**src/wstd_pkg.sv**
```systemverilog
// wstd_pkg: shared types and constants for the work-stealing task deque.
// Payload structs, mode codes, controller states, control/status bundles.
// No dependencies.
package wstd_pkg;

    typedef enum logic [1:0] {
        MODE_PUSH  = 2'd0,
        MODE_STEAL = 2'd1,
        MODE_DRAIN = 2'd2,
        MODE_ALL   = 2'd3
    } t_mode;

    typedef struct packed {
        t_mode       mode;
        logic [31:0] task_word;
        logic [6:0]  take_limit;
        logic [6:0]  keep_floor;
    } t_in_item;

    typedef struct packed {
        logic        item_valid;
        logic [31:0] out_task;
        logic        last;
        logic [6:0]  moved_count;
        logic [6:0]  occupancy;
        logic        status;
    } t_out_item;

    typedef enum logic [2:0] {
        S_IDLE,
        S_PLAN,
        S_TRIM,
        S_READ,
        S_EMIT,
        S_NULL
    } t_state;

    typedef struct packed {
        logic load_cmd;
        logic plan;
        logic trim;
        logic pop;
        logic emit_push;
        logic emit_task;
        logic emit_null;
    } t_ctl_cmd;

    typedef struct packed {
        logic is_push;
        logic trim_zero;
        logic left_zero;
        logic out_free;
    } t_dp_stat;

    // steal target thresholds
    localparam int STEAL_BIG = 64;
    localparam int STEAL_MID = 8;

    // reciprocal multiply for x/5 and x/3
    localparam int DIV5_MUL   = 3277;
    localparam int DIV5_SHIFT = 14;
    localparam int DIV3_MUL   = 2731;
    localparam int DIV3_SHIFT = 13;

endpackage

```
**src/wstd_ctrl.sv**
```systemverilog
// wstd_ctrl: command sequencer for the task deque.
// Walks plan, trim, read, emit and null steps; drives wstd_dp through t_ctl_cmd.
// Depends on wstd_pkg.
module wstd_ctrl
    import wstd_pkg::*;
(
    input  logic     i_clk,
    input  logic     i_rst_n,
    input  logic     i_in_valid,
    output logic     o_in_ready,
    input  t_dp_stat i_stat,
    output t_ctl_cmd o_cmd
);

    t_state r_state;
    t_state n_state;

    always_ff @(posedge i_clk) begin
        if (!i_rst_n) begin
            r_state <= S_IDLE;
        end else begin
            r_state <= n_state;
        end
    end

    always_comb begin
        n_state    = r_state;
        o_cmd      = '0;
        o_in_ready = 1'b0;
        unique case (r_state)
            S_IDLE: begin
                o_in_ready = 1'b1;
                if (i_in_valid) begin
                    o_cmd.load_cmd = 1'b1;
                    n_state        = S_PLAN;
                end
            end
            S_PLAN: begin
                o_cmd.plan = 1'b1;
                if (!i_stat.is_push) begin
                    n_state = S_TRIM;
                end else if (i_stat.out_free) begin
                    o_cmd.emit_push = 1'b1;
                    n_state         = S_IDLE;
                end
            end
            S_TRIM: begin
                o_cmd.trim = 1'b1;
                n_state    = i_stat.trim_zero ? S_NULL : S_READ;
            end
            S_READ: begin
                o_cmd.pop = 1'b1;
                n_state   = S_EMIT;
            end
            S_EMIT: begin
                if (i_stat.out_free) begin
                    o_cmd.emit_task = 1'b1;
                    n_state         = i_stat.left_zero ? S_IDLE : S_READ;
                end
            end
            S_NULL: begin
                if (i_stat.out_free) begin
                    o_cmd.emit_null = 1'b1;
                    n_state         = S_IDLE;
                end
            end
            default: begin
                n_state = S_IDLE;
            end
        endcase
    end

endmodule

```
**src/wstd_dp.sv**
```systemverilog
// wstd_dp: datapath of the task deque: circular task store, pointers,
// steal amount arithmetic, move counters and the output register.
// Depends on wstd_pkg.
module wstd_dp
    import wstd_pkg::*;
#(
    parameter int DEPTH      = 64,
    parameter int TASK_WIDTH = 32
) (
    input  logic      i_clk,
    input  logic      i_rst_n,
    input  t_in_item  i_in_item,
    input  logic      i_out_ready,
    input  t_ctl_cmd  i_cmd,
    output t_dp_stat  o_stat,
    output logic      o_out_valid,
    output t_out_item o_out_item
);

    localparam int AW  = $clog2(DEPTH);
    localparam int AW1 = AW + 1;
    localparam int CW  = $clog2(DEPTH + 1);
    localparam int XW  = ((CW > 7) ? CW : 7) + 1;
    localparam int PW  = CW + 14;

    logic [TASK_WIDTH-1:0] r_mem [DEPTH];
    logic [TASK_WIDTH-1:0] r_rd;

    t_in_item  r_cmd;
    logic [AW-1:0] r_front;
    logic [CW-1:0] r_held;
    logic [CW-1:0] r_target;
    logic          r_elig;
    logic [CW-1:0] r_count;
    logic [CW-1:0] r_left;
    logic [CW-1:0] r_final;
    logic          r_out_valid;
    t_out_item     r_out;

    logic          out_free;
    logic          full;
    logic          wr_en;
    logic [AW1-1:0] push_sum;
    logic [AW1-1:0] back_sum;
    logic [AW1-1:0] front_sum;
    logic [AW-1:0]  push_slot;
    logic [AW-1:0]  back_slot;
    logic [AW-1:0]  front_next;
    logic [AW-1:0]  rd_slot;
    logic [63:0]    wr_ext;
    logic [63:0]    rd_ext;
    logic [PW-1:0]  prod5;
    logic [PW-1:0]  prod3;
    logic [CW-1:0]  n_target;
    logic [XW-1:0]  room;
    logic [XW-1:0]  n_count_x;
    logic [CW-1:0]  n_count;
    logic [CW-1:0]  held_plus;

    assign out_free = !r_out_valid || i_out_ready;
    assign full     = (r_held == CW'(DEPTH));
    assign wr_en    = i_cmd.emit_push && !full;

    // circular slot arithmetic
    assign push_sum  = AW1'(r_front) + AW1'(r_held);
    assign back_sum  = push_sum - AW1'(1);
    assign front_sum = AW1'(r_front) + AW1'(1);
    assign push_slot  = (push_sum >= AW1'(DEPTH)) ? AW'(push_sum - AW1'(DEPTH)) : AW'(push_sum);
    assign back_slot  = (back_sum >= AW1'(DEPTH)) ? AW'(back_sum - AW1'(DEPTH)) : AW'(back_sum);
    assign front_next = (front_sum >= AW1'(DEPTH)) ? AW'(front_sum - AW1'(DEPTH))
                                                   : AW'(front_sum);
    assign rd_slot    = (r_cmd.mode == MODE_STEAL) ? back_slot : r_front;

    assign wr_ext    = 64'(r_cmd.task_word);
    assign rd_ext    = 64'(r_rd);
    assign held_plus = r_held + CW'(1);

    // steal target: 2/5 of occupancy, 1/3, or 1
    assign prod5 = PW'({r_held, 1'b0}) * PW'(DIV5_MUL);
    assign prod3 = PW'(r_held) * PW'(DIV3_MUL);

    always_comb begin
        priority if (32'(r_held) >= 32'(STEAL_BIG)) begin
            n_target = prod5[DIV5_SHIFT +: CW];
        end else if (32'(r_held) >= 32'(STEAL_MID)) begin
            n_target = prod3[DIV3_SHIFT +: CW];
        end else begin
            n_target = CW'(1);
        end
        if (n_target == '0) begin
            n_target = CW'(1);
        end
    end

    always_comb begin
        room      = XW'(r_held) - XW'(r_cmd.keep_floor);
        n_count_x = '0;
        unique case (r_cmd.mode)
            MODE_STEAL: begin
                if (r_elig) begin
                    n_count_x = XW'(r_target);
                    if (room < n_count_x) begin
                        n_count_x = room;
                    end
                    if (XW'(r_cmd.take_limit) < n_count_x) begin
                        n_count_x = XW'(r_cmd.take_limit);
                    end
                end
            end
            MODE_DRAIN: begin
                n_count_x = (XW'(r_cmd.take_limit) < XW'(r_held)) ? XW'(r_cmd.take_limit)
                                                                   : XW'(r_held);
            end
            MODE_ALL: begin
                n_count_x = XW'(r_held);
            end
            MODE_PUSH: begin
                n_count_x = '0;
            end
            default: begin
                n_count_x = '0;
            end
        endcase
        n_count = CW'(n_count_x);
    end

    always_ff @(posedge i_clk) begin
        if (i_cmd.load_cmd) begin
            r_cmd <= i_in_item;
        end
        if (i_cmd.plan) begin
            r_target <= n_target;
            r_elig   <= (r_cmd.take_limit != '0) &&
                        (XW'(r_held) > XW'(r_cmd.keep_floor));
        end
        if (i_cmd.trim) begin
            r_final <= r_held - n_count;
        end
    end

    always_ff @(posedge i_clk) begin
        if (wr_en) begin
            r_mem[push_slot] <= wr_ext[TASK_WIDTH-1:0];
        end
    end

    always_ff @(posedge i_clk) begin
        if (i_cmd.pop) begin
            r_rd <= r_mem[rd_slot];
        end
    end

    always_ff @(posedge i_clk) begin
        if (!i_rst_n) begin
            r_front <= '0;
            r_held  <= '0;
            r_count <= '0;
            r_left  <= '0;
        end else begin
            if (wr_en) begin
                r_held <= held_plus;
            end
            if (i_cmd.trim) begin
                r_count <= n_count;
                r_left  <= n_count;
            end
            if (i_cmd.pop) begin
                r_held <= r_held - CW'(1);
                r_left <= r_left - CW'(1);
                if (r_cmd.mode != MODE_STEAL) begin
                    r_front <= front_next;
                end
            end
        end
    end

    // output register
    always_ff @(posedge i_clk) begin
        if (!i_rst_n) begin
            r_out_valid <= 1'b0;
        end else if (i_cmd.emit_push || i_cmd.emit_task || i_cmd.emit_null) begin
            r_out_valid <= 1'b1;
        end else if (i_out_ready) begin
            r_out_valid <= 1'b0;
        end
    end

    always_ff @(posedge i_clk) begin
        priority if (i_cmd.emit_push) begin
            r_out.item_valid  <= 1'b0;
            r_out.out_task    <= '0;
            r_out.last        <= 1'b1;
            r_out.moved_count <= '0;
            r_out.occupancy   <= full ? 7'(r_held) : 7'(held_plus);
            r_out.status      <= full;
        end else if (i_cmd.emit_task) begin
            r_out.item_valid  <= 1'b1;
            r_out.out_task    <= rd_ext[31:0];
            r_out.last        <= (r_left == '0);
            r_out.moved_count <= 7'(r_count);
            r_out.occupancy   <= 7'(r_final);
            r_out.status      <= 1'b0;
        end else if (i_cmd.emit_null) begin
            r_out.item_valid  <= 1'b0;
            r_out.out_task    <= '0;
            r_out.last        <= 1'b1;
            r_out.moved_count <= '0;
            r_out.occupancy   <= 7'(r_held);
            r_out.status      <= 1'b0;
        end
    end

    assign o_out_valid      = r_out_valid;
    assign o_out_item       = r_out;
    assign o_stat.is_push   = (r_cmd.mode == MODE_PUSH);
    assign o_stat.trim_zero = (n_count == '0);
    assign o_stat.left_zero = (r_left == '0);
    assign o_stat.out_free  = out_free;

    a_held_bound: assert property (@(posedge i_clk) disable iff (!i_rst_n)
        32'(r_held) <= 32'(DEPTH))
        else $error("occupancy above depth");

    a_left_bound: assert property (@(posedge i_clk) disable iff (!i_rst_n)
        r_left <= r_count)
        else $error("remaining moves exceed planned count");

    a_pop_nonempty: assert property (@(posedge i_clk) disable iff (!i_rst_n)
        i_cmd.pop |-> (r_held != '0) && (r_left != '0))
        else $error("pop from empty deque");

    a_pop_dec: assert property (@(posedge i_clk) disable iff (!i_rst_n)
        i_cmd.pop |=> r_held == $past(r_held) - CW'(1))
        else $error("pop did not decrement occupancy");

endmodule

```
**src/work_steal_task_deque.sv**
```systemverilog
// work_steal_task_deque: top level of the bounded work-stealing task deque.
// Instantiates wstd_ctrl and wstd_dp; depends on wstd_pkg.
//
//   channel | valid      | ready       | payload
//   --------+------------+-------------+-----------------------
//   command | i_in_valid | o_in_ready  | i_in_item  (t_in_item)
//   result  | o_out_valid| i_out_ready | o_out_item (t_out_item)
//
// Push: accept, then store write plus result load.
// Steal / drain: accept, plan and trim, then a read and an emit step per task, since the
// single store read port has registered data feeding the output register.
// A command that removes nothing goes through accept, plan, trim and a null result.
// Synchronous active-low reset clears pointers, occupancy and control; the
// task store is not cleared. A stalled output holds the sequencer in place.
module work_steal_task_deque
    import wstd_pkg::*;
#(
    parameter int DEPTH      = 64,
    parameter int TASK_WIDTH = 32
) (
    input  logic      i_clk,
    input  logic      i_rst_n,
    input  logic      i_in_valid,
    output logic      o_in_ready,
    input  t_in_item  i_in_item,
    output logic      o_out_valid,
    input  logic      i_out_ready,
    output t_out_item o_out_item
);

    t_ctl_cmd ctl_cmd;
    t_dp_stat dp_stat;

    wstd_ctrl u_ctrl (
        .i_clk      (i_clk),
        .i_rst_n    (i_rst_n),
        .i_in_valid (i_in_valid),
        .o_in_ready (o_in_ready),
        .i_stat     (dp_stat),
        .o_cmd      (ctl_cmd)
    );

    wstd_dp #(
        .DEPTH      (DEPTH),
        .TASK_WIDTH (TASK_WIDTH)
    ) u_dp (
        .i_clk       (i_clk),
        .i_rst_n     (i_rst_n),
        .i_in_item   (i_in_item),
        .i_out_ready (i_out_ready),
        .i_cmd       (ctl_cmd),
        .o_stat      (dp_stat),
        .o_out_valid (o_out_valid),
        .o_out_item  (o_out_item)
    );

endmodule

```
**config.mk**
```make
export PLATFORM = sky130hd
export DESIGN_NAME = work_steal_task_deque
export DESIGN_NICKNAME = d
export VERILOG_FILES = /design/src/wstd_pkg.sv /design/src/wstd_ctrl.sv /design/src/wstd_dp.sv /design/src/work_steal_task_deque.sv
export SDC_FILE = /design/constraint.sdc
export NUM_CORES = 2
export LEC_CHECK = 0
export BUFFER_PORTS_ARGS = -buffer_cell sky130_fd_sc_hd__buf_2
export CAP_MARGIN = 20
export CELL_PAD_IN_SITES_DETAIL_PLACEMENT = 1
export CELL_PAD_IN_SITES_GLOBAL_PLACEMENT = 2
export CORE_ASPECT_RATIO = 1.75
export CORE_MARGIN = 4
export CORE_UTILIZATION = 42
export DETAILED_ROUTE_END_ITERATION = 8
export MAX_ROUTING_LAYER = met4
export PLACE_DENSITY = 0.68
export SLEW_MARGIN = 10
export SYNTH_ARGS = -nofsm -noshare
export SYNTH_HDL_FRONTEND = slang
export SYNTH_SLANG_ARGS = --single-unit
```
**constraint.sdc**
```tcl
create_clock -name i_clk -period 7.55 [get_ports i_clk]
set_clock_uncertainty 0.15 [all_clocks]
set_input_delay 1.1325 -clock i_clk [delete_from_list [all_inputs] [get_ports i_clk]]
set_output_delay 1.1325 -clock i_clk [all_outputs]
set_load 0.01 [all_outputs]
```
==> results.json <==
{
  "cts-root-buf": "clkbuf_16",
  "p_per_area_mw_per_mm2": 270,
  "rows": 222,
  "drt_iter0_markers": 4167,
  "post-dp-hpwl_um": 159000,
  "wire_per_inst_um": 33.7,
  "tightest_slew_ns": 1.11,
  "synth_top_area_cell": "edfxtp_1",
  "fillers": 19200,
  "layout_commonest_cell": "edfxtp_1",
  "grtUsageTotal": 0.246,
  "cp_slowest_stage_delay_ns": 0.60,
  "final_cell_mix": "edfxtp_1, mux4_2, nand2_1, clkbuf_16, buf_4",
  "hold_path.class": "in -> reg",
  "port-buffer-count": 102,
  "fin_util": 0.481,
  "io_pins": 103,
  "htreeDepth": 4,
  "grt_max_degree": 111,
  "fin_nets": 4988,
  "drcViolationCount": 0,
  "dieWidth_um": 355,
  "gp_congestion": 0.879,
  "critical_path_class": "reg -> reg",
  "p_total_w": 0.0272,
  "synthDistinctLibCells": 66,
  "die_area_mm2": 0.218,
  "synthFlopType": "edfxtp_1",
  "cts.repair.resized": 0,
  "syn_area_mm2": 0.0885,
  "synthDominantCellAreaShare": 0.729,
  "final_antenna_net_count": 0,
  "period_needed_ns": 6.77,
  "grt_pass1_wl_um": 371000,
  "vias": 45400,
  "arrival_ns": 7.23,
  "finalSetupViolCount": 0,
  "status": "finished clean",
  "core_mm2": 0.209,
  "postCtsHoldBufs": 0,
  "crit_family": "compound AO/OA/AOI/OAI gates",
  "synthTopCellsByArea": "edfxtp_1, mux4_2, ha_1, dfxtp_1, nand2_1",
  "required_ns": 8.00,
  "cts_sinks": 2222,
  "drt-total-wl_um": 262000,
  "synth.avg_cell_area_um2": 19.7,
  "rsz0062_at_grt": "false",
  "worst_path_most_repeated_cell": "a21oi_1",
  "die-height_um": 615,
  "area_growth_pct": 13.9,
  "fin_crit_sh": 0.897,
  "cts_tree": "yes",
  "dp_cells": 7374,
  "ys_warn_count": 0,
  "drv_slew": 0,
  "cp_max_fo": 13,
  "syn_inst": 4487,
  "crit_slowest_cell": "a221oi_4",
  "cts_setup_buffers": 0,
  "cts_max_path_buffers": 4,
  "grt-ovfl-total": 0,
  "firstDrtPassIters": 7,
  "synth_edf_count": 2150,
  "clk_latency_ns": 0.86,
  "grt_pass1_vias": 48500,
  "finalNonFillerCells": 7750,
  "tns_ns": 0,
  "cts-buffers-inserted": 207,
  "start_util": 0.423,
  "ys_seq_area_frac": 0.746,
  "drv_cap": 0,
  "relSlewSlack": 0.250,
  "crit_path_start_kind": "flop",
  "async_reset_ff_frac": 0,
  "synth_fp_nets": 4692,
  "antenna_found_initial": 9,
  "fmax_mhz": 148,
  "path_clk_slew_ns": 0.07,
  "path_buf_inv": 3,
  "vdd_ir_drop_max_uv": 170,
  "synth_seq_cells": 2222,
  "finalHoldViolCount": 0,
  "end_kind": "flop",
  "drive_gt1_frac": 0.249,
  "vias_per_cell": 5.86,
  "power_leakage_nw": 33.1
}
==> worst register-to-register path: cells and delay by family (launching register included) <==
family | cells | cell delay, ns
multiplexers | 1 | 0.13
AND/OR/NAND/NOR | 1 | 0.08
AO/OA/AOI/OAI | 15 | 3.37
flip-flops | 1 | 0.31
XOR/XNOR | 3 | 0.46
adder cells (fa/ha/maj) | 5 | 1.69
buffers and inverters | 3 | 0.34
==> layout make-up <==
type	count	area [um^2]	area share
clock inverters	133	1320	0.0131
flip-flops and latches	2222	66000	0.655
inverters	81	304	0.00302
well taps	2800	3500	0.0348
clock buffers	239	5410	0.0536
multi-input cells	1947	21800	0.216
repair buffers	324	2500	0.0248
diodes	4	10.0	0.0000993
==> worst paths after layout <==
path | startpoint | endpoint | slack [ns] | cells after the start
worst max-delay path | u_dp.r_held[0] | u_dp.r_final[6] | 0.78 | 28
worst max register to register | u_dp.r_held[0] | u_dp.r_final[6] | 0.78 | 28
worst min-delay path | i_in_item[29] | u_dp.r_cmd[29] | 0.29 | 1
worst min register to register | u_dp.o_out_item[48] | u_dp.o_out_item[48] | 0.30 | 1
==> metal layers <==
| metal | part of all wire | vias up | wire length, um | global-route usage |
|---|---|---|---|---|
| met5 | 0 | - | 0 | - |
| met4 | 0.043 | 0 | 11200 | 0.0921 |
| met3 | 0.043 | 418 | 11200 | 0.0246 |
| met2 | 0.55 | 1346 | 143000 | 0.442 |
| met1 | 0.37 | 24700 | 96500 | 0.285 |
| li1 | - | 18900 | - | - |
==> cells in the mapped netlist (66+ instances only) <==
master and instances:
mux4_2 512, a31oi_1 72, ha_1 129, edfxtp_1 2150, inv_1 79, dfxtp_1 72
a211oi_1 134, a21oi_1 116, a311oi_1 66, and2_1 131, nor2_1 125, clkbuf_1 127
buf_2 91, nand2_1 314
==> sequential cells by signal, indices dropped and copies added (netlist names), 7 cells and up <==
register / count
u_dp.r_final: 7
u_dp.r_left: 7
u_dp.r_mem: 2048
u_dp.r_rd: 32
u_dp.r_held: 7
u_dp.r_cmd: 48
u_dp.r_count: 7
u_dp.o_out_item: 49
==> per-stage QoR <==
stage | setup slack [ns] | area, um^2 | hold WS (ns)
after global routing | 0.356 | 101000 | 0.255
after global placement | 0.666 | 94100 | 0.284
after floorplan | 0.694 | 88500 | 0.287
after detailed placement | 0.767 | 94100 | 0.286
after CTS | 0.762 | 101000 | 0.224
final | 0.775 | 101000 | 0.291
==> power breakdown <==
part | leakage [nW] | internal [W] | switching, W | total (W)
sequential | 19.9 | 0.0137 | 0.0000620 | 0.0138
combinational | 9.94 | 0.000989 | 0.00186 | 0.00284
clock | 3.27 | 0.00593 | 0.00467 | 0.0106
total | 33.1 | 0.0206 | 0.00658 | 0.0272
==> logic make-up (layout without fill, tap and decap cells) <==
logic type,count (synthesis),count (layout),synth area share
adder cells (fa/ha/maj),153,153,0.0237
flip-flops,2222,2222,0.746
AO/OA/AOI/OAI,543,543,0.0427
other,1,5,0.0000424
multiplexers,558,558,0.136
XOR/XNOR,40,40,0.00396
buffers and inverters,318,777,0.0150
AND/OR/NAND/NOR,652,652,0.0334
(Power assumes the default switching activity.)
